## src/rtl/sha1h_pkg.sv

```systemverilog
// SHA-1 message hasher: shared types and constants.
// Holds the controller states, the command and status structs, and the SHA-1 constants.
// Depends on nothing; every other file imports it.
package sha1h_pkg;

	localparam int WordW   = 32;
	localparam int RoundW  = 7;
	localparam int IdxW    = 3;
	localparam int CountW  = 61;
	localparam int PosW    = 6;
	localparam int NumChain = 5;
	localparam int NumWin   = 16;

	localparam logic [RoundW-1:0] LastRound = 7'd79;
	localparam logic [IdxW-1:0]   LastWord  = 3'd4;
	localparam logic [PosW-1:0]   LastPos   = 6'd63;
	localparam logic [PosW-1:0]   LenPos    = 6'd56;
	localparam logic [7:0]        PadMarker = 8'h80;

	localparam logic [WordW-1:0] K0 = 32'h5A827999;
	localparam logic [WordW-1:0] K1 = 32'h6ED9EBA1;
	localparam logic [WordW-1:0] K2 = 32'h8F1BBCDC;
	localparam logic [WordW-1:0] K3 = 32'hCA62C1D6;

	localparam logic [WordW-1:0] IV [NumChain] = '{
		32'h67452301, 32'hEFCDAB89, 32'h98BADCFE, 32'h10325476, 32'hC3D2E1F0
	};

	typedef enum logic [2:0] {
		ST_IDLE,
		ST_ROUND,
		ST_ADD,
		ST_PAD,
		ST_OUT
	} state_t;

	// controller -> datapath
	typedef struct packed {
		logic              push_msg;
		logic              push_pad;
		logic              round_en;
		logic              add_chain;
		logic              finish;
		logic [RoundW-1:0] rnd;
		logic [IdxW-1:0]   widx;
	} cmd_t;

	// datapath -> controller
	typedef struct packed {
		logic wrap;
		logic pad_final;
	} status_t;

endpackage

```

## src/rtl/sha1h_ctrl.sv

```systemverilog
// SHA-1 message hasher: controller state machine.
// Sequences word intake, padding, the 80 rounds and digest output.
// Depends on sha1h_pkg.
module sha1h_ctrl (
	input  logic               clk,
	input  logic               arst_n,
	input  logic               in_valid,
	input  logic               in_present,
	input  logic               in_last,
	output logic               in_ready,
	output logic               out_valid,
	input  logic               out_ready,
	input  sha1h_pkg::status_t sts,
	output sha1h_pkg::cmd_t    cmd
);
	import sha1h_pkg::*;

	state_t            state_q, state_d;
	logic [RoundW-1:0] rnd_q;
	logic [IdxW-1:0]   widx_q;
	logic              last_q;
	logic              fin_q;
	logic              in_acc;

	assign in_acc = in_valid && (state_q == ST_IDLE);

	// next state
	always_comb begin
		state_d = state_q;
		unique case (state_q)
			ST_IDLE: begin
				if (in_valid) begin
					if (in_present && sts.wrap) state_d = ST_ROUND;
					else if (in_last) state_d = ST_PAD;
				end
			end
			ST_ROUND: begin
				if (rnd_q == LastRound) state_d = ST_ADD;
			end
			ST_ADD: begin
				if (fin_q) state_d = ST_OUT;
				else if (last_q) state_d = ST_PAD;
				else state_d = ST_IDLE;
			end
			ST_PAD: begin
				if (sts.wrap) state_d = ST_ROUND;
			end
			ST_OUT: begin
				if (out_ready && widx_q == LastWord) state_d = ST_IDLE;
			end
			default: state_d = ST_IDLE;
		endcase
	end

	// outputs and commands
	always_comb begin
		in_ready      = (state_q == ST_IDLE);
		out_valid     = (state_q == ST_OUT);
		cmd.push_msg  = in_acc && in_present;
		cmd.push_pad  = (state_q == ST_PAD);
		cmd.round_en  = (state_q == ST_ROUND);
		cmd.add_chain = (state_q == ST_ADD);
		cmd.finish    = (state_q == ST_OUT) && out_ready && (widx_q == LastWord);
		cmd.rnd       = rnd_q;
		cmd.widx      = widx_q;
	end

	// state, round counter, word counter and message flags
	always_ff @(posedge clk or negedge arst_n) begin
		if (!arst_n) begin
			state_q <= ST_IDLE;
			rnd_q   <= '0;
			widx_q  <= '0;
			last_q  <= 1'b0;
			fin_q   <= 1'b0;
		end else begin
			state_q <= state_d;
			if (in_acc) begin
				last_q <= in_last;
				fin_q  <= 1'b0;
			end
			if (state_q == ST_PAD && sts.wrap) fin_q <= sts.pad_final;
			if (state_q == ST_ROUND) begin
				if (rnd_q == LastRound) rnd_q <= '0;
				else rnd_q <= rnd_q + 1'b1;
			end
			if (state_q == ST_OUT && out_ready) begin
				if (widx_q == LastWord) begin
					widx_q <= '0;
					last_q <= 1'b0;
					fin_q  <= 1'b0;
				end else begin
					widx_q <= widx_q + 1'b1;
				end
			end
		end
	end

endmodule

```

## src/rtl/sha1h_datapath.sv

```systemverilog
// SHA-1 message hasher: datapath.
// Byte packing, padding bytes, rolling schedule, round logic and chaining words.
// Depends on sha1h_pkg; driven by sha1h_ctrl commands.
module sha1h_datapath (
	input  logic                        clk,
	input  logic                        arst_n,
	input  logic [7:0]                  data_byte,
	input  sha1h_pkg::cmd_t             cmd,
	output sha1h_pkg::status_t          sts,
	output logic [sha1h_pkg::WordW-1:0] digest
);
	import sha1h_pkg::*;

	logic [WordW-1:0]  chain_q [NumChain];
	logic [WordW-1:0]  r_q     [NumChain];
	logic [WordW-1:0]  win_q   [NumWin];
	logic [23:0]       acc_q;
	logic [PosW-1:0]   pos_q;
	logic [CountW-1:0] cnt_q;
	logic              mk_q;
	logic              lenblk_q;

	logic              push;
	logic [7:0]        pad_byte;
	logic [7:0]        push_byte;
	logic [WordW-1:0]  word_in;
	logic [63:0]       len_sh;
	logic [WordW-1:0]  w_cur;
	logic [WordW-1:0]  f_val;
	logic [WordW-1:0]  k_val;
	logic [WordW-1:0]  tmp;

	// pick the padding byte: marker, zero or a length byte
	always_comb begin
		len_sh = {cnt_q, 3'b000} << {pos_q[2:0], 3'b000};
		if (!mk_q) pad_byte = PadMarker;
		else if (lenblk_q && pos_q >= LenPos) pad_byte = len_sh[63:56];
		else pad_byte = 8'h00;
	end

	assign push      = cmd.push_msg || cmd.push_pad;
	assign push_byte = cmd.push_pad ? pad_byte : data_byte;
	assign word_in   = {acc_q, push_byte};

	assign sts.wrap      = (pos_q == LastPos);
	assign sts.pad_final = mk_q && lenblk_q && (pos_q == LastPos);

	assign digest = chain_q[cmd.widx];

	// round word, function and constant
	always_comb begin
		if (cmd.rnd < 7'd16) begin
			w_cur = win_q[0];
		end else begin
			w_cur = win_q[13] ^ win_q[8] ^ win_q[2] ^ win_q[0];
			w_cur = {w_cur[WordW-2:0], w_cur[WordW-1]};
		end
		if (cmd.rnd < 7'd20) begin
			f_val = (r_q[1] & r_q[2]) | (~r_q[1] & r_q[3]);
			k_val = K0;
		end else if (cmd.rnd < 7'd40) begin
			f_val = r_q[1] ^ r_q[2] ^ r_q[3];
			k_val = K1;
		end else if (cmd.rnd < 7'd60) begin
			f_val = (r_q[1] & r_q[2]) | (r_q[1] & r_q[3]) | (r_q[2] & r_q[3]);
			k_val = K2;
		end else begin
			f_val = r_q[1] ^ r_q[2] ^ r_q[3];
			k_val = K3;
		end
		tmp = {r_q[0][WordW-6:0], r_q[0][WordW-1:WordW-5]} + f_val + r_q[4] + w_cur + k_val;
	end

	// schedule window, byte assembly and working variables
	always_ff @(posedge clk) begin
		if (push) begin
			acc_q <= {acc_q[15:0], push_byte};
			if (pos_q[1:0] == 2'd3) begin
				for (int i = 0; i < NumWin - 1; i++) win_q[i] <= win_q[i+1];
				win_q[NumWin-1] <= word_in;
			end
			if (pos_q == LastPos) begin
				for (int i = 0; i < NumChain; i++) r_q[i] <= chain_q[i];
			end
		end
		if (cmd.round_en) begin
			for (int i = 0; i < NumWin - 1; i++) win_q[i] <= win_q[i+1];
			win_q[NumWin-1] <= w_cur;
			r_q[0] <= tmp;
			r_q[1] <= r_q[0];
			r_q[2] <= {r_q[1][1:0], r_q[1][WordW-1:2]};
			r_q[3] <= r_q[2];
			r_q[4] <= r_q[3];
		end
	end

	// chaining words, counts and padding flags
	always_ff @(posedge clk or negedge arst_n) begin
		if (!arst_n) begin
			for (int i = 0; i < NumChain; i++) chain_q[i] <= IV[i];
			pos_q    <= '0;
			cnt_q    <= '0;
			mk_q     <= 1'b0;
			lenblk_q <= 1'b0;
		end else begin
			if (push) pos_q <= pos_q + 1'b1;
			if (cmd.push_msg) cnt_q <= cnt_q + 1'b1;
			if (cmd.push_pad) begin
				if (!mk_q) begin
					mk_q     <= 1'b1;
					lenblk_q <= (pos_q < LenPos) || (pos_q == LastPos);
				end else if (pos_q == LastPos) begin
					lenblk_q <= 1'b1;
				end
			end
			if (cmd.add_chain) begin
				for (int i = 0; i < NumChain; i++) chain_q[i] <= chain_q[i] + r_q[i];
			end
			if (cmd.finish) begin
				for (int i = 0; i < NumChain; i++) chain_q[i] <= IV[i];
				pos_q    <= '0;
				cnt_q    <= '0;
				mk_q     <= 1'b0;
				lenblk_q <= 1'b0;
			end
		end
	end

endmodule

```

## src/rtl/sha1_message_hasher_top.sv

```systemverilog
// SHA-1 message hasher: top level.
// Joins sha1h_ctrl and sha1h_datapath to the stream ports; depends on sha1h_pkg.
//
// Feed the message one word per byte (tuser high) and mark the final word with tlast;
// a word with tuser low carries no byte, so tlast alone ends an empty message. Byte words
// are taken one per cycle while s_tready is high; the 64th byte of a block starts the
// 80-round compression, one round per cycle, followed by the chaining add. At the end the
// padding goes in one byte per cycle, paused for each compression, with one or two more
// compressions (two when the length needs a second block), then the digest leaves as
// five words, most significant first, with tlast on the fifth.
// Input is held off (s_tready low) for each compression and its chaining add, and from
// a tlast word until the last digest word has been taken.
module sha1_message_hasher_top (
	input  logic        clk,
	input  logic        arst_n,
	input  logic        s_tvalid,
	output logic        s_tready,
	input  logic [7:0]  s_tdata,   // [7:0] data_byte
	input  logic        s_tuser,   // byte_present
	input  logic        s_tlast,   // end_of_message
	output logic        m_tvalid,
	input  logic        m_tready,
	output logic [39:0] m_tdata,   // [31:0] digest_word, [34:32] word_number, [39:35] zero
	output logic        m_tlast    // final_word
);
	import sha1h_pkg::*;

	cmd_t             cmd;
	status_t          sts;
	logic [WordW-1:0] digest;

	sha1h_ctrl u_ctrl (
		.clk        (clk),
		.arst_n     (arst_n),
		.in_valid   (s_tvalid),
		.in_present (s_tuser),
		.in_last    (s_tlast),
		.in_ready   (s_tready),
		.out_valid  (m_tvalid),
		.out_ready  (m_tready),
		.sts        (sts),
		.cmd        (cmd)
	);

	sha1h_datapath u_datapath (
		.clk       (clk),
		.arst_n    (arst_n),
		.data_byte (s_tdata),
		.cmd       (cmd),
		.sts       (sts),
		.digest    (digest)
	);

	// pack the result word
	assign m_tdata = {5'b00000, cmd.widx, digest};
	assign m_tlast = (cmd.widx == LastWord);

endmodule
```

## config.mk

```make
export PLATFORM = sky130hd
export DESIGN_NAME = sha1_message_hasher_top
export DESIGN_NICKNAME = d
export VERILOG_FILES = /design/src/rtl/sha1h_pkg.sv /design/src/rtl/sha1h_ctrl.sv /design/src/rtl/sha1h_datapath.sv /design/src/rtl/sha1_message_hasher_top.sv
export SDC_FILE = /design/constraint.sdc
export NUM_CORES = 2
export LEC_CHECK = 0
export CORE_UTILIZATION = 50
export DETAILED_ROUTE_END_ITERATION = 8
export DONT_BUFFER_PORTS = 1
export MAX_ROUTING_LAYER = met4
export PLACE_DENSITY = 0.7
export SKIP_LAST_GASP = 1
export SYNTH_ARGS = -nofsm -noshare
export SYNTH_HDL_FRONTEND = slang
export SYNTH_SLANG_ARGS = --single-unit
```

## constraint.sdc

```tcl
create_clock -name clk -period 20.9 [get_ports clk]
set_clock_uncertainty 0.1 [all_clocks]
set_input_delay 4.18 -clock clk [delete_from_list [all_inputs] [get_ports clk]]
set_output_delay 4.18 -clock clk [all_outputs]
set_load 0.01 [all_outputs]
```

==> impl_metrics.py <==
metrics = {
    "floorplanning": {
        "core_um2": 96700,
        "io-pin-count": 57,
        "die_w_um": 315,
        "rows": 114,
        "design.die.area_um2": 98900,
        "start_util_pct": 50.5,
        "die_h_um": 315,
    },
    "synthesis": {
        "synthTopCellsByCount": "696 x edfxtp_1, 635 x nand2_1, 308 x o21ai_0",
        "synth_top_area_cell": "edfxtp_1",
        "yosysMostFrequentCell": "edfxtp_1",
        "synth-edff-count": 696,
        "synth_area_um2": 48800,
        "synth_ff_type": "edfxtp_1",
        "synth_seq_area_share_pct": 55.5,
        "synth_cells": 4234,
        "ys_seq_elements": 940,
        "ys_async_sr_fraction_pct": 26.0,
        "synth_area_leaders": "edfxtp_1 43%, dfrtp_1 8.4%, ha_1 5.8%",
        "ys.warnings.count": 0,
        "syn_area_per_cell_um2": 11.5,
        "synth_top_area_share_pct": 42.8,
        "synth_cell_types": 91,
    },
    "sta": {
        "finalSetupViolCount": 0,
        "tns_ns": 0,
        "slew_headroom_pct": 21.6,
        "rsz0062_at_grt": "false",
        "tightest_slew_ns": 1.15,
        "fin_crit_sh_pct": 40.3,
        "final_max_slew_viol_count": 0,
        "fin_crit_ns": 8.42,
        "fmax_mhz": 119,
        "hold_viol_final": 0,
    },
    "routing": {
        "via_per_inst": 5.74,
        "dr.pass1.iters": 7,
        "drc": 0,
        "wl_um": 117000,
        "drt-initial-drc-count": 2839,
        "wl_per_cell_um": 21.0,
        "ant_nets": 0,
        "via_count": 32000,
    },
    "clocking": {
        "cts_sinks": 940,
        "cts_resized": 0,
        "root_buffer": "clkbuf_16",
        "clock_latency_ns": 0.69,
        "cts_hold_buffers": 0,
        "ctsHtreeMaxLevel": 3,
        "path_clk_slew_ns": 0.06,
        "clk_path_buf_depth": 3,
        "cts_buffers": 97,
        "cts_tree": "yes",
        "post_cts_buffers": 0,
    },
    "worst_setup_path": {
        "start_kind": "input pin",
        "crit_type": "input pin to flip-flop",
        "crit_arrival_ns": 8.61,
        "cp_max_fo": 92,
        "critPathCaptureType": "flip-flop",
        "cp.required_ns": 21.08,
    },
    "global_routing": {
        "grt_pass1_wl_um": 180000,
        "grt_pass1_vias": 30700,
        "grt_max_degree": 245,
        "grt_antenna_before_repair": 1,
        "track_usage_pct": 24.4,
        "grt.overflow.total": 0,
    },
    "place": {
        "hpwl_um": 80100,
        "dpl_cell_area_um2": 50200,
        "globalplace.congestion": 0.937,
        "portBuffers": 0,
    },
    "finish": {
        "drive_above_1_share_pct": 8.19,
        "design_area_um2": 53500,
        "nets": 4579,
        "n_fill_cell": 8079,
        "area_delta_synth_final_pct": 9.62,
    },
    "min_path": {
        "hold_class": "flip-flop to flip-flop",
    },
    "job": {
        "maxCapViolations": 0,
    },
    "outcome": {
        "status": "finished clean",
    },
}
==> layout make-up <==
| cell class | instances | area (µm²) | area share, % |
|---|---|---|---|
| Antenna cell | 2 | 5.00 | 0.00935 |
| Clock buffer | 119 | 2590 | 4.84 |
| Sequential cell | 940 | 27100 | 50.6 |
| Tap cell | 1276 | 1600 | 2.98 |
| Multi-Input combinational cell | 2924 | 20400 | 38.0 |
| Timing Repair Buffer | 35 | 288 | 0.538 |
| Inverter | 217 | 815 | 1.52 |
| Clock inverter | 64 | 764 | 1.43 |
==> routing by layer <==
layer  track usage (%)  vias up  part of all wire, %
met5                 -        -                    0
met1              34.7    15800                   45
li1                  -    15000                    -
met2              36.0      980                   45
met3              3.36      176                  6.2
met4              8.50        0                  3.5
==> through the flow <==
| step | utilization, % | setup slack (ns) | std cells | hold slack, ns |
|---|---|---|---|---|
| 3_3_place_gp | 51.9 | 11.81 | 5392 | 0.300 |
| 3_5_place_dp | 51.9 | 11.66 | 5392 | 0.305 |
| 4_1_cts | 55.3 | 12.42 | 5575 | 0.305 |
| 6_report | 55.4 | 12.48 | 5577 | 0.309 |
| 2_1_floorplan | - | 1.72 | 4238 | 0.300 |
| 5_1_grt | 55.3 | 12.07 | 5576 | 0.303 |
==> critical path: stages <==
cell and delay [ns]:
and3_1 0.23, nor2_1 0.13, inv_1 0.08, buf_4 0.37, and2_2 0.24, nand2b_4 0.62
buf_4 0.77, buf_4 0.94, buf_4 0.90
==> cells in the final DEF (no fill, tap or decap), types with 106 or more instances in the layout <==
cell,Yosys,routed
fa_1,124,124
a21oi_1,239,239
nand2_1,635,633
nor2_1,278,274
xor2_1,121,121
inv_1,217,217
ha_1,226,226
o21ai_0,308,307
xnor2_1,196,196
nand3_1,106,106
edfxtp_1,696,696
dfrtp_1,164,162
==> flip-flops by register name (all words and copies together), names as in the netlist, 6 cells and up <==
signal,cells
u_datapath.acc_q,24
u_datapath.cnt_q,61
u_ctrl.rnd_q,7
u_datapath.win_q,512
u_datapath.chain_q,160
u_datapath.pos_q,6
u_datapath.r_q,160
==> worst paths after layout <==
check	to	slack, ns	cells past startpoint	from
min in group asynchronous	u_datapath.cnt_q[31]	3.10	0	arst_n
max in group asynchronous	u_ctrl.widx_q[0]	16.87	0	arst_n
worst min-delay path	u_datapath.win_q[1][23]	0.31	0	u_datapath.win_q[1][55]
worst max-delay path	u_datapath.win_q[1][124]	12.48	9	s_tvalid
worst max register to register	u_datapath.r_q[0][31]	13.40	27	u_ctrl.rnd_q[4]
worst min register to register	u_datapath.win_q[1][23]	0.31	0	u_datapath.win_q[1][55]
==> cells by family (layout without fill, tap and decap cells) <==
family          count (synthesis)  count (layout)  share of synthesized area, %
compound gates                887             887                          11.0
xor+xnor                      317             317                          5.69
fa+ha+maj                     350             350                          10.9
buf+inv                       374             435                          2.97
flops                         940             940                          55.5
mux                           109             109                          2.65
other cells                     1               7                       0.00768
simple gates                 1256            1256                          11.3
Power is not shown: default switching activity piles up to over one toggle a cycle in this logic, so the estimate is an artifact.
